--- src/rtl/fgpq_pkg.sv ---
`timescale 1ns / 1ps

package fgpq_pkg;

    localparam int QUEUE_DEPTH = 4;
    localparam int FRAME_BYTES = 32;

    // request op codes
    localparam logic [2:0] OP_FRAME_START = 3'd0;
    localparam logic [2:0] OP_FRAME_END   = 3'd1;
    localparam logic [2:0] OP_LINE_BYTE   = 3'd2;
    localparam logic [2:0] OP_HOST_WRITE  = 3'd3;
    localparam logic [2:0] OP_HOST_READ   = 3'd4;

    // result kinds
    localparam logic [1:0] KIND_STATUS = 2'd0;
    localparam logic [1:0] KIND_TX     = 2'd1;
    localparam logic [1:0] KIND_RX     = 2'd2;

    // status codes
    localparam logic [1:0] ST_OK    = 2'd0;
    localparam logic [1:0] ST_FULL  = 2'd1;
    localparam logic [1:0] ST_EMPTY = 2'd2;
    localparam logic [1:0] ST_LONG  = 2'd3;

    typedef struct packed {
        logic [2:0] op;
        logic [7:0] data;
        logic       last;
    } t_req;

    typedef struct packed {
        logic [1:0] kind;
        logic [7:0] byte_out;
        logic       byte_valid;
        logic       end_of_run;
        logic [1:0] status;
        logic       bus_active;
        logic [2:0] rx_count;
        logic [2:0] tx_count;
    } t_res;

    typedef enum logic {
        S_IDLE,
        S_EMIT
    } t_state;

    // controller -> datapath
    typedef struct packed {
        logic accept;
        logic emit_next;
    } t_ctl;

    // datapath -> controller
    typedef struct packed {
        logic start_multi;
        logic step_more;
    } t_sts;

endpackage

--- src/rtl/fgpq_ctrl.sv ---
`timescale 1ns / 1ps

module fgpq_ctrl (
    input  logic            i_clk,
    input  logic            i_rst_n,
    input  logic            start,
    output logic            busy,
    output fgpq_pkg::t_ctl  o_ctl,
    input  fgpq_pkg::t_sts  i_sts
);

    fgpq_pkg::t_state r_state;
    fgpq_pkg::t_state n_state;

    always_ff @(posedge i_clk) begin
        if (!i_rst_n) begin
            r_state <= fgpq_pkg::S_IDLE;
        end else begin
            r_state <= n_state;
        end
    end

    always_comb begin
        n_state = r_state;
        busy    = 1'b0;
        o_ctl   = '0;
        unique case (r_state)
            fgpq_pkg::S_IDLE: begin
                o_ctl.accept = start;
                // packet longer than one byte keeps the block busy
                if (start && i_sts.start_multi) begin
                    n_state = fgpq_pkg::S_EMIT;
                end
            end
            fgpq_pkg::S_EMIT: begin
                busy            = 1'b1;
                o_ctl.emit_next = 1'b1;
                if (!i_sts.step_more) begin
                    n_state = fgpq_pkg::S_IDLE;
                end
            end
            default: begin
                n_state = fgpq_pkg::S_IDLE;
            end
        endcase
    end

endmodule

--- src/rtl/fgpq_dp.sv ---
`timescale 1ns / 1ps

module fgpq_dp #(
    parameter int QUEUE_DEPTH = fgpq_pkg::QUEUE_DEPTH,
    parameter int FRAME_BYTES = fgpq_pkg::FRAME_BYTES
) (
    input  logic            i_clk,
    input  logic            i_rst_n,
    input  fgpq_pkg::t_ctl  i_ctl,
    output fgpq_pkg::t_sts  o_sts,
    input  fgpq_pkg::t_req  i_req,
    output logic            o_strobe,
    output fgpq_pkg::t_res  o_res
);

    localparam int SW    = (QUEUE_DEPTH > 1) ? $clog2(QUEUE_DEPTH) : 1;
    localparam int FW    = $clog2(QUEUE_DEPTH + 1);
    localparam int LW    = $clog2(FRAME_BYTES + 1);
    localparam int DEPTH = QUEUE_DEPTH * FRAME_BYTES;
    localparam int AW    = (DEPTH > 1) ? $clog2(DEPTH) : 1;

    localparam logic [SW-1:0] LAST_SLOT = SW'(QUEUE_DEPTH - 1);
    localparam logic [FW-1:0] FULL_FILL = FW'(QUEUE_DEPTH);
    localparam logic [LW-1:0] MAX_LEN   = LW'(FRAME_BYTES);

    function automatic logic [SW-1:0] f_next(input logic [SW-1:0] s);
        return (s == LAST_SLOT) ? '0 : s + 1'b1;
    endfunction

    function automatic logic [AW-1:0] f_addr(input logic [SW-1:0] s, input logic [LW-1:0] p);
        return AW'(int'(s) * FRAME_BYTES + int'(p));
    endfunction

    // stores and length tables
    logic [7:0]    r_rx_mem [DEPTH];
    logic [7:0]    r_tx_mem [DEPTH];
    logic [LW-1:0] r_rx_len [QUEUE_DEPTH];
    logic [LW-1:0] r_tx_len [QUEUE_DEPTH];
    logic [7:0]    r_rx_rd;
    logic [7:0]    r_tx_rd;

    // queue control
    logic          r_active,    n_active;
    logic [SW-1:0] r_rx_head,   n_rx_head;
    logic [SW-1:0] r_rx_tail,   n_rx_tail;
    logic [FW-1:0] r_rx_fill,   n_rx_fill;
    logic [LW-1:0] r_frame_len, n_frame_len;
    logic          r_frame_ovf, n_frame_ovf;
    logic [SW-1:0] r_tx_head,   n_tx_head;
    logic [SW-1:0] r_tx_tail,   n_tx_tail;
    logic [FW-1:0] r_tx_fill,   n_tx_fill;
    logic [LW-1:0] r_write_pos, n_write_pos;
    logic          r_write_ovf, n_write_ovf;
    logic          r_out_vld,   n_out_vld;

    // emission and result payload
    logic [1:0]    r_em_kind,    n_em_kind;
    logic [SW-1:0] r_em_slot,    n_em_slot;
    logic [LW-1:0] r_em_len,     n_em_len;
    logic [LW-1:0] r_em_idx,     n_em_idx;
    logic [1:0]    r_out_kind,   n_out_kind;
    logic          r_out_bvalid, n_out_bvalid;
    logic          r_out_eor,    n_out_eor;
    logic [1:0]    r_out_status, n_out_status;

    // memory port controls
    logic          rx_we, tx_we, rx_re, tx_re;
    logic [AW-1:0] rx_wa, tx_wa, rx_ra, tx_ra;
    logic          rx_len_we, tx_len_we;
    logic [LW-1:0] tx_len_wd;

    logic [LW-1:0] rx_head_len, tx_head_len;
    logic          rx_full, tx_full, rx_any, tx_any;
    logic          step_more;
    logic [FW+2:0] rx_cnt_ext, tx_cnt_ext;

    assign rx_head_len = r_rx_len[r_rx_head];
    assign tx_head_len = r_tx_len[r_tx_head];
    assign rx_full     = (r_rx_fill == FULL_FILL);
    assign tx_full     = (r_tx_fill == FULL_FILL);
    assign rx_any      = (r_rx_fill != '0);
    assign tx_any      = (r_tx_fill != '0);
    assign step_more   = ({1'b0, r_em_idx} + 1'b1) < {1'b0, r_em_len};

    assign o_sts.step_more   = step_more;
    assign o_sts.start_multi =
        ((i_req.op == fgpq_pkg::OP_FRAME_START) && tx_any && (tx_head_len > LW'(1))) ||
        ((i_req.op == fgpq_pkg::OP_HOST_READ)   && rx_any && (rx_head_len > LW'(1)));

    always_comb begin
        logic [LW-1:0] v_pos;
        logic          v_ovf;

        n_active     = r_active;
        n_rx_head    = r_rx_head;
        n_rx_tail    = r_rx_tail;
        n_rx_fill    = r_rx_fill;
        n_frame_len  = r_frame_len;
        n_frame_ovf  = r_frame_ovf;
        n_tx_head    = r_tx_head;
        n_tx_tail    = r_tx_tail;
        n_tx_fill    = r_tx_fill;
        n_write_pos  = r_write_pos;
        n_write_ovf  = r_write_ovf;
        n_out_vld    = 1'b0;
        n_em_kind    = r_em_kind;
        n_em_slot    = r_em_slot;
        n_em_len     = r_em_len;
        n_em_idx     = r_em_idx;
        n_out_kind   = r_out_kind;
        n_out_bvalid = r_out_bvalid;
        n_out_eor    = r_out_eor;
        n_out_status = r_out_status;
        rx_we        = 1'b0;
        tx_we        = 1'b0;
        rx_re        = 1'b0;
        tx_re        = 1'b0;
        rx_wa        = f_addr(r_rx_tail, r_frame_len);
        tx_wa        = f_addr(r_tx_tail, r_write_pos);
        rx_ra        = f_addr(r_em_slot, r_em_idx);
        tx_ra        = f_addr(r_em_slot, r_em_idx);
        rx_len_we    = 1'b0;
        tx_len_we    = 1'b0;
        v_pos        = r_write_pos;
        v_ovf        = r_write_ovf;
        tx_len_wd    = r_write_pos;

        if (i_ctl.accept) begin
            n_out_vld    = 1'b1;
            n_out_kind   = fgpq_pkg::KIND_STATUS;
            n_out_bvalid = 1'b0;
            n_out_eor    = 1'b1;
            n_out_status = fgpq_pkg::ST_OK;
            unique case (i_req.op)
                fgpq_pkg::OP_FRAME_START: begin
                    n_active    = 1'b1;
                    n_frame_len = '0;
                    n_frame_ovf = 1'b0;
                    if (tx_any) begin
                        n_out_kind   = fgpq_pkg::KIND_TX;
                        n_out_bvalid = (tx_head_len != '0);
                        n_out_eor    = (tx_head_len <= LW'(1));
                        n_em_kind    = fgpq_pkg::KIND_TX;
                        n_em_slot    = r_tx_head;
                        n_em_len     = tx_head_len;
                        n_em_idx     = LW'(1);
                        tx_re        = 1'b1;
                        tx_ra        = f_addr(r_tx_head, '0);
                        n_tx_head    = f_next(r_tx_head);
                        n_tx_fill    = r_tx_fill - 1'b1;
                    end else begin
                        n_out_status = fgpq_pkg::ST_EMPTY;
                    end
                end
                fgpq_pkg::OP_FRAME_END: begin
                    n_active = 1'b0;
                    if (rx_full) begin
                        n_out_status = fgpq_pkg::ST_FULL;
                    end else if (r_frame_ovf) begin
                        n_out_status = fgpq_pkg::ST_LONG;
                    end else begin
                        rx_len_we = 1'b1;
                        n_rx_tail = f_next(r_rx_tail);
                        n_rx_fill = r_rx_fill + 1'b1;
                    end
                    n_frame_len = '0;
                    n_frame_ovf = 1'b0;
                end
                fgpq_pkg::OP_LINE_BYTE: begin
                    if (rx_full) begin
                        n_frame_ovf  = 1'b1;
                        n_out_status = fgpq_pkg::ST_FULL;
                    end else if (r_frame_len >= MAX_LEN) begin
                        n_frame_ovf  = 1'b1;
                        n_out_status = fgpq_pkg::ST_LONG;
                    end else begin
                        rx_we       = 1'b1;
                        n_frame_len = r_frame_len + 1'b1;
                    end
                end
                fgpq_pkg::OP_HOST_WRITE: begin
                    if (tx_full) begin
                        v_ovf        = 1'b1;
                        n_out_status = fgpq_pkg::ST_FULL;
                    end else if (r_write_pos >= MAX_LEN) begin
                        v_ovf        = 1'b1;
                        n_out_status = fgpq_pkg::ST_LONG;
                    end else begin
                        tx_we = 1'b1;
                        v_pos = r_write_pos + 1'b1;
                    end
                    n_write_pos = v_pos;
                    n_write_ovf = v_ovf;
                    if (i_req.last) begin
                        if (tx_full) begin
                            n_out_status = fgpq_pkg::ST_FULL;
                        end else if (v_ovf) begin
                            n_out_status = fgpq_pkg::ST_LONG;
                        end else begin
                            tx_len_we    = 1'b1;
                            tx_len_wd    = v_pos;
                            n_tx_tail    = f_next(r_tx_tail);
                            n_tx_fill    = r_tx_fill + 1'b1;
                            n_out_status = fgpq_pkg::ST_OK;
                        end
                        n_write_pos = '0;
                        n_write_ovf = 1'b0;
                    end
                end
                fgpq_pkg::OP_HOST_READ: begin
                    if (rx_any) begin
                        n_out_kind   = fgpq_pkg::KIND_RX;
                        n_out_bvalid = (rx_head_len != '0);
                        n_out_eor    = (rx_head_len <= LW'(1));
                        n_em_kind    = fgpq_pkg::KIND_RX;
                        n_em_slot    = r_rx_head;
                        n_em_len     = rx_head_len;
                        n_em_idx     = LW'(1);
                        rx_re        = 1'b1;
                        rx_ra        = f_addr(r_rx_head, '0);
                        n_rx_head    = f_next(r_rx_head);
                        n_rx_fill    = r_rx_fill - 1'b1;
                    end else begin
                        n_out_status = fgpq_pkg::ST_EMPTY;
                    end
                end
                default: begin
                    // unused op codes: plain ok status
                end
            endcase
        end else if (i_ctl.emit_next) begin
            n_out_vld    = 1'b1;
            n_out_kind   = r_em_kind;
            n_out_bvalid = 1'b1;
            n_out_eor    = !step_more;
            n_out_status = fgpq_pkg::ST_OK;
            rx_re        = (r_em_kind == fgpq_pkg::KIND_RX);
            tx_re        = (r_em_kind == fgpq_pkg::KIND_TX);
            n_em_idx     = r_em_idx + 1'b1;
        end
    end

    always_ff @(posedge i_clk) begin
        if (!i_rst_n) begin
            r_active    <= 1'b0;
            r_rx_head   <= '0;
            r_rx_tail   <= '0;
            r_rx_fill   <= '0;
            r_frame_len <= '0;
            r_frame_ovf <= 1'b0;
            r_tx_head   <= '0;
            r_tx_tail   <= '0;
            r_tx_fill   <= '0;
            r_write_pos <= '0;
            r_write_ovf <= 1'b0;
            r_out_vld   <= 1'b0;
        end else begin
            r_active    <= n_active;
            r_rx_head   <= n_rx_head;
            r_rx_tail   <= n_rx_tail;
            r_rx_fill   <= n_rx_fill;
            r_frame_len <= n_frame_len;
            r_frame_ovf <= n_frame_ovf;
            r_tx_head   <= n_tx_head;
            r_tx_tail   <= n_tx_tail;
            r_tx_fill   <= n_tx_fill;
            r_write_pos <= n_write_pos;
            r_write_ovf <= n_write_ovf;
            r_out_vld   <= n_out_vld;
        end
    end

    always_ff @(posedge i_clk) begin
        r_em_kind    <= n_em_kind;
        r_em_slot    <= n_em_slot;
        r_em_len     <= n_em_len;
        r_em_idx     <= n_em_idx;
        r_out_kind   <= n_out_kind;
        r_out_bvalid <= n_out_bvalid;
        r_out_eor    <= n_out_eor;
        r_out_status <= n_out_status;
        if (rx_len_we) begin
            r_rx_len[r_rx_tail] <= r_frame_len;
        end
        if (tx_len_we) begin
            r_tx_len[r_tx_tail] <= tx_len_wd;
        end
    end

    always_ff @(posedge i_clk) begin
        if (rx_we) begin
            r_rx_mem[rx_wa] <= i_req.data;
        end
        if (rx_re) begin
            r_rx_rd <= r_rx_mem[rx_ra];
        end
    end

    always_ff @(posedge i_clk) begin
        if (tx_we) begin
            r_tx_mem[tx_wa] <= i_req.data;
        end
        if (tx_re) begin
            r_tx_rd <= r_tx_mem[tx_ra];
        end
    end

    assign rx_cnt_ext = (FW + 3)'(r_rx_fill);
    assign tx_cnt_ext = (FW + 3)'(r_tx_fill);

    assign o_strobe         = r_out_vld;
    assign o_res.kind       = r_out_kind;
    assign o_res.byte_out   = !r_out_bvalid ? 8'd0 :
                              (r_out_kind == fgpq_pkg::KIND_TX) ? r_tx_rd : r_rx_rd;
    assign o_res.byte_valid = r_out_bvalid;
    assign o_res.end_of_run = r_out_eor;
    assign o_res.status     = r_out_status;
    assign o_res.bus_active = r_active;
    assign o_res.rx_count   = rx_cnt_ext[2:0];
    assign o_res.tx_count   = tx_cnt_ext[2:0];

`ifndef NO_ASSERTIONS
    a_accept_strobe: assert property (@(posedge i_clk) disable iff (!i_rst_n)
        i_ctl.accept |=> r_out_vld)
        else $error("request accepted without a result");

    a_run_continues: assert property (@(posedge i_clk) disable iff (!i_rst_n)
        (r_out_vld && !r_out_eor) |=> (r_out_vld && (r_out_kind == $past(r_out_kind))))
        else $error("packet run broke off before its last byte");

    a_fill_bound: assert property (@(posedge i_clk) disable iff (!i_rst_n)
        (r_rx_fill <= FULL_FILL) && (r_tx_fill <= FULL_FILL))
        else $error("queue fill beyond depth");

    a_no_overlap: assert property (@(posedge i_clk) disable iff (!i_rst_n)
        !(i_ctl.accept && i_ctl.emit_next))
        else $error("accept during packet emission");
`endif

endmodule

--- src/rtl/frame_gated_packet_queues.sv ---
`timescale 1ns / 1ps

// Two packet queues, transmit and receive, gated by frame start and frame end requests.
// A request is taken when start is high and busy is low. Every request gives at least one
// result on o_res, each shown for exactly one cycle with o_strobe high; the receiver
// cannot stall, so it must take every strobed result. Status-only requests (frame end,
// line byte, host write byte, empty queue, unused codes) give one result in the cycle
// after acceptance and leave busy low. Frame start and host read emit a stored packet of
// L bytes as max(1, L) results on consecutive cycles starting the cycle after acceptance;
// busy stays high while later bytes are read, paced by the single read port of the packet
// store, one byte per cycle. The next request may be taken in the cycle of the last result.
// Store contents need no clearing after reset.
module frame_gated_packet_queues #(
    parameter int QUEUE_DEPTH = fgpq_pkg::QUEUE_DEPTH,
    parameter int FRAME_BYTES = fgpq_pkg::FRAME_BYTES
) (
    input  logic            i_clk,
    input  logic            i_rst_n,
    input  logic            start,
    output logic            busy,
    input  fgpq_pkg::t_req  i_req,
    output logic            o_strobe,
    output fgpq_pkg::t_res  o_res
);

    fgpq_pkg::t_ctl ctl;
    fgpq_pkg::t_sts sts;

    fgpq_ctrl u_ctrl (
        .i_clk   (i_clk),
        .i_rst_n (i_rst_n),
        .start   (start),
        .busy    (busy),
        .o_ctl   (ctl),
        .i_sts   (sts)
    );

    fgpq_dp #(
        .QUEUE_DEPTH (QUEUE_DEPTH),
        .FRAME_BYTES (FRAME_BYTES)
    ) u_dp (
        .i_clk    (i_clk),
        .i_rst_n  (i_rst_n),
        .i_ctl    (ctl),
        .o_sts    (sts),
        .i_req    (i_req),
        .o_strobe (o_strobe),
        .o_res    (o_res)
    );

endmodule

--- config.mk ---
export PLATFORM = sky130hd
export DESIGN_NAME = frame_gated_packet_queues
export DESIGN_NICKNAME = d
export VERILOG_FILES = /design/src/rtl/fgpq_pkg.sv /design/src/rtl/fgpq_ctrl.sv /design/src/rtl/fgpq_dp.sv /design/src/rtl/frame_gated_packet_queues.sv
export SDC_FILE = /design/constraint.sdc
export NUM_CORES = 2
export LEC_CHECK = 0
export BUFFER_PORTS_ARGS = -buffer_cell sky130_fd_sc_hd__buf_2
export CAP_MARGIN = 20
export CORE_ASPECT_RATIO = 1.75
export CORE_UTILIZATION = 53
export DETAILED_ROUTE_END_ITERATION = 8
export PLACE_DENSITY = 0.68
export SLEW_MARGIN = 20
export SYNTH_ARGS = -nofsm -noshare
export SYNTH_HDL_FRONTEND = slang
export SYNTH_SLANG_ARGS = --single-unit
--- constraint.sdc ---
create_clock -name i_clk -period 3.35 [get_ports i_clk]
set_clock_uncertainty 0.1 [all_clocks]
set_input_delay 0.335 -clock i_clk [delete_from_list [all_inputs] [get_ports i_clk]]
set_output_delay 0.335 -clock i_clk [all_outputs]
set_load 0.02 [all_outputs]
# Yosys cells after proc, flatten, opt, wreduce, memory -nomap -nowiden
# Memories as Yosys holds them, arrays and structs flattened. A register that Yosys moved wholly into a read port is not among the register bits.
# Index checks and enable logic that the tools add are counted.
# Widths: inputs -> output; s select.
dict set report word_totals {
  ff_bits 53
  latch_bits 0
  ramBits 2096
  rom_bits 0
  out_inout_bits 23
  mem_count 4
}
# name depth word_bits read_ports rd_ports_with_merged_regs write_ports line
set mem_list {}
lappend mem_list {u_dp.r_rx_mem 128 8 1 1 1 fgpq_dp.sv:35} ;# logic [7:0] r_rx_mem [DEPTH];
lappend mem_list {u_dp.r_tx_mem 128 8 1 1 1 fgpq_dp.sv:36} ;# logic [7:0] r_tx_mem [DEPTH];
lappend mem_list {u_dp.r_rx_len 4 6 1 1 1 fgpq_dp.sv:37} ;# logic [LW-1:0] r_rx_len [QUEUE_DEPTH];
lappend mem_list {u_dp.r_tx_len 4 6 1 1 1 fgpq_dp.sv:38} ;# logic [LW-1:0] r_tx_len [QUEUE_DEPTH];
dict set report op_classes {
  addsub 15
  multipliers 0
  n_div 0
  order_cmp 7
  n_eq_ne 26
  n_shift 0
  n_mux 128
  bitwise_logic 5
  reduce_logical 31
}
# op n
set op_table {}
lappend op_table {{$mux 6} 16}
lappend op_table {{$mux 2} 28}
lappend op_table {{$mux 1} 55}
lappend op_table {{$mux 7} 6}
lappend op_table {{$pmux 6 s2} 3}
lappend op_table {{$add 7x6->7} 3}
lappend op_table {{$mux 3} 7}
lappend op_table {{$add 6x1->6 const B} 3}
lappend op_table {{$mux 8} 2}
lappend op_table {{$reduce_and 4->1} 4}
lappend op_table {{$ne 2x2->1 const B} 7}
lappend op_table {{$ge 6x6->1 const B} 2}
lappend op_table {{$gt 6x1->1 const B} 2}
lappend op_table {{$le 6x1->1 const B} 2}
lappend op_table {{$pmux 2 s2} 3}
lappend op_table {{$pmux 3 s2} 2}
lappend op_table {{$reduce_bool 2->1} 6}
lappend op_table {{$reduce_bool 6->1} 2}
lappend op_table {{$eq 2x2->1 const B} 5}
lappend op_table {{$pmux 1 s2} 5}
lappend op_table {{$pmux 2 s5} 1}
lappend op_table {{$reduce_and 5->1} 2}
lappend op_table {{$eq 3x3->1 const B} 3}
lappend op_table {{$reduce_and 3->1} 3}
lappend op_table {{20 further kinds} 40}

# Depth between registers and ports, before layout
dict set report depth {
  word_depth 12
  depth_mapped 15
  ltp_nobuf 9
}

# Cells and area by module
# Synthesis repeated with hierarchy kept, for this count alone.
dict set report unflattened {
  hier_cells 5602
  area_unflattened_um2 87883.0
}
# module instances cells_per_inst area_per_inst_um2 seq_area_each_um2
set by_module_without_submodules {}
lappend by_module_without_submodules {fgpq_dp 1 5596 87829.2 64762.1}
lappend by_module_without_submodules {fgpq_ctrl 1 6 53.8 20.0}

# Least setup slack after synthesis
# No wires, ideal clock.
dict set report synth_path {
  path_kind {flip-flop to flip-flop}
  startpoint {register u_dp.r_em_idx[0]}
  endpoint {register u_dp.r_out_eor (data pin)}
  arrival_time_ns 2.736
  slack_ns 0.242
  stages_incl_launch_ff 14
  path_cell_list {edfxtp_1 > buf_2 > buf_2 > buf_2 > buf_2 > buf_2 > buf_1 > nand3_1 > xnor2_1 > ha_1 > o21a_1 > o21a_1 > o21ai_0 > a31oi_1}
}
dict set report synth_between {
  elab_chain_len 5
}
# item line
set synth_lines {}
lappend synth_lines {{start: declaration} fgpq_dp.sv:60} ;# logic [LW-1:0] r_em_idx, n_em_idx;
lappend synth_lines {{start signal: assignment} fgpq_dp.sv:277} ;# r_em_idx <= n_em_idx;
lappend synth_lines {{$add 6x1->7} fgpq_dp.sv:83} ;# assign step_more = ({1'b0, r_em_idx} + 1'b1) < {1'b0, r_em_len};
lappend synth_lines {{$lt 7x6->1} fgpq_dp.sv:83}
lappend synth_lines {{$logic_not 1->1} fgpq_dp.sv:235} ;# n_out_eor = !step_more;
lappend synth_lines {{$mux 1} fgpq_dp.sv:231} ;# end else if (i_ctl.emit_next) begin
lappend synth_lines {{$mux 1} fgpq_dp.sv:128} ;# if (i_ctl.accept) begin
lappend synth_lines {{net u_dp.n_out_eor} fgpq_dp.sv:63} ;# logic r_out_eor, n_out_eor;
lappend synth_lines {{end signal: assignment} fgpq_dp.sv:280} ;# r_out_eor <= n_out_eor;
lappend synth_lines {{end: declaration} fgpq_dp.sv:63}
# The timed path passes the listed nets, and every way through them passes these cells. The select of a mux whose other input is x is not followed.
# A chain may end at the register's enable or synchronous reset.

# Worst setup path after layout
dict set report layout_path {
  startpoint {input i_req[9] in the netlist's numbering}
  endpoint {register u_dp.r_tx_rd[7] (read register of u_dp.r_tx_mem) (data pin)}
}
dict set report layout_between {
  elab_chain_len 3
  word_cells_on_any_way 5
  classes_between {4 x mux; 1 x reduce/logical}
}
# item line
set layout_lines {}
lappend layout_lines {{start: declaration} frame_gated_packet_queues.sv:21} ;# input fgpq_pkg::t_req i_req,
lappend layout_lines {{$logic_not 3->1 *} fgpq_dp.sv:134} ;# unique case (i_req.op)
lappend layout_lines {{$mux 7 or $mux 1 (tied branches)} fgpq_dp.sv:134}
lappend layout_lines {{$mux 7 or $mux 1 (tied branches)} fgpq_dp.sv:128}
lappend layout_lines {{end: declaration} fgpq_dp.sv:40} ;# logic [7:0] r_tx_rd;
# Mark *: on every way between the ends. The rest lies on a longest branch, timed or not.

==> results.toml <==
[routing]
drt_iter0_drc = 6903
postRouteAntennaNets = 0
avgRoutedWirePerCell_um = 35.6
routed_wl_um = 306000
drc_errors = 0
first_pass_iters = 8
viasPerCell = 6.64
vias = 57221

[logic_synthesis]
synth_top_cell_by_area = "edfxtp_1"
synth_cell_types = 87
synth_edf_count = 2134
synth_area_leaders = "edfxtp_1 73%, mux2i_1 3.8%, mux4_2 2.9%"
synthTopCellsByCount = "2134 x edfxtp_1, 404 x nor2_1, 358 x nand2_1"
ys_warn_count = 0
synth.most_common_cell = "edfxtp_1"
ys_seq_elements = 2169
syn_avg_cell_area_um2 = 16.0
synth_top_flop_cell = "edfxtp_1"
async_flop_share_pct = 0
ys_seq_area_share_pct = 73.4
synth_top_cell_area_share_pct = 72.6
synthesis.nets = 5560
netlist_instances = 5520
netlist_area_um2 = 88200

[global_routing]
antenna_found_initial = 8
grt_use_total_pct = 36.5
grt_pass1_wl_um = 424000
grt_max_degree = 99
first_global_vias = 56556
overflow = 0

[layout]
drive_gt1_share_pct = 24.2
final_area_um2 = 104000
synthToLayoutAreaGrowth_pct = 18.3
final_net_count = 6313

[die]
die_x_um = 310
die_h_um = 542
rows = 197
fp.coreArea_um2 = 165000
ios = 38
initial_utilization_pct = 53.5
dieArea_um2 = 168000

[placed_design]
dp.final_hpwl_um = 209000
place.gp.congestion = 1.05
numPortBuffers = 37
placed_area_um2 = 97700

[sta]
rsz0062_at_grt = "yes"
relSlewSlack_pct = 27.0
final-setup-viol-count = 3
slew_viol_final = 0
max_freq_mhz = 290
worst_pin_slew_ns = 1.09
fin_tns_setup_ns = -0.113
min_period_over_period_pct = 103
layout_min_cycle_time_ns = 3.45
hold_viol = 0
fin_ws_ns = -0.102

[hold_path]
worstHoldStart = "i_req[4]"
holdPathStages = 1
min_to = "u_dp.r_tx_mem[2][3]"
hold_path.class = "input pin to flop"

[run_status]
run_status = "finished with violations"
violations = "negative setup slack"

[clocking]
cts.htree.levels = 4
clkTransAtPathRegs_ns = 0.07
cts_inserted_buffers = 198
cts.sink_count = 2169
clk_latency_ns = 0.87
cts_tree = "done"
clockBufferDepth = 4
root_buffer = "clkbuf_16"

[critical_path]
cp-end-kind = "flop"
worstSetupPathType = "input pin to flop"
cp_max_fo = 17
worstReg2RegStart = "u_dp.r_tx_fill[2]"
cp.arrival_ns = 3.96
reg2reg_setup_slack_ns = -0.08
crit_required_ns = 3.86
critPathLaunchType = "input pin"
rr_endpoint = "u_dp.r_tx_rd[7]"
rr_worst_depth = 9

[job]
cap_viol_max_count = 0

[power_and_ir_drop]
leakagePower_nw = 35.2
power.total_w = 0.0547
power_density_nw_per_um2 = 524
ir_drop_uv = 509
flip-flops by register name, indices dropped and copies added, names as in the netlist, 3 cells and up, named ones only:
register and count:
u_dp.r_frame_len 6, u_dp.r_tx_len 24, u_dp.r_rx_rd 8, u_dp.r_rx_fill 3, u_dp.r_em_idx 6, u_dp.r_rx_mem 1024
u_dp.r_rx_len 24, u_dp.r_em_len 6, u_dp.r_tx_rd 8, u_dp.r_tx_mem 1024, u_dp.r_write_pos 6, u_dp.r_tx_fill 3
kinds of logic (layout without fill, tap and decap cells):
family,after synthesis,count (layout),synth area share [%]
AND/OR/NAND/NOR,1131,1131,5.72
XOR/XNOR,20,20,0.198
adder cells (fa/ha/maj),25,25,0.371
other,0,7,0
buffers and inverters,426,1323,2.23
multiplexers,580,580,8.40
flip-flops,2169,2169,73.4
AO/OA/AOI/OAI,1169,1169,9.67
worst max-delay path: stages:
cell and delay [ns]:
dlygate4sd3_1 0.63, buf_2 0.18, or3_1 0.38, buf_12 0.21, nor2_2 0.52, o21ai_0 0.29, o311a_1 0.47, o41ai_1 0.62
o32ai_1 0.16, o31a_1 0.14
report_power, final:
group | internal, W | switching [W] | leakage (nW)
combinational | 0.000717 | 0.00168 | 12.7
sequential | 0.0298 | 0.0000271 | 19.5
clock | 0.0126 | 0.00994 | 3.05
total | 0.0431 | 0.0116 | 35.2
worst max path at each step:
stage | end | from | slack (ns)
6_report | u_dp.r_tx_rd[7] | i_req[9] | -0.10
4_1_cts | u_dp.r_rx_rd[7] | u_dp.r_rx_fill[0] | 0.004
5_1_grt | u_dp.r_tx_rd[7] | u_dp.r_em_idx[2] | -0.05
3_3_place_gp | u_dp.r_tx_rd[1] | i_req[11] | -0.66
3_5_place_dp | u_dp.r_tx_rd[0] | i_req[11] | -0.56
2_1_floorplan | u_dp.r_out_eor | u_dp.r_em_idx[0] | 0.24
final cells by class:
type,count,area [um2]
clock buffer,235,5160
clock inverter,109,1100
sequential,2169,64800
multi-input combinational,2925,22000
tap,2189,2740
inverter,54,205
fill,11723,60500
antenna,7,17.5
timing repair buffer,925,8350
through the flow:
stage	std cells	utilization [%]	hold WS [ns]	worst slack (ns)
after floorplan	5520	-	0.334	0.242
after global placement	8244	59.2	0.383	-0.657
after detailed placement	8244	59.2	0.397	-0.559
after CTS	8598	63.2	0.0249	0.00405
after global routing	8607	63.3	0.0283	-0.0491
final	8613	63.3	0.00309	-0.102
routing by layer:
metal  vias up  track usage [%]  wire, um  part of all wire [%]
li1      23551                -         -                     -
met1     28908             39.6     96500                    32
met2      3573             60.9    151000                    49
met3      1185             6.70     25300                   8.3
met4         4             32.3     33600                    11
met5         -                0        19                0.0062
placed cells by master (no fill, tap or decap), types with 73 or more instances in the layout:
cell	instances
nand2_1	352
o221ai_1	73
buf_12	108
edfxtp_1	2134
o22ai_1	93
nand3_1	83
clkbuf_16	202
nor2_1	402
buf_4	764
a21oi_1	160
mux2_2	132
o21ai_0	174
mux2i_1	331
mux4_2	115
what timing repair did:
item                                   4_1_cts  5_1_grt
pin swaps                                    0        3
setup buffers                                1        7
endpoints found under the hold margin      226        0
resized for setup                           29       32
gates cloned                                 0        1
hold buffers                                 9        0
setup endpoints to repair                   11       14
(Power assumes the default switching activity.)
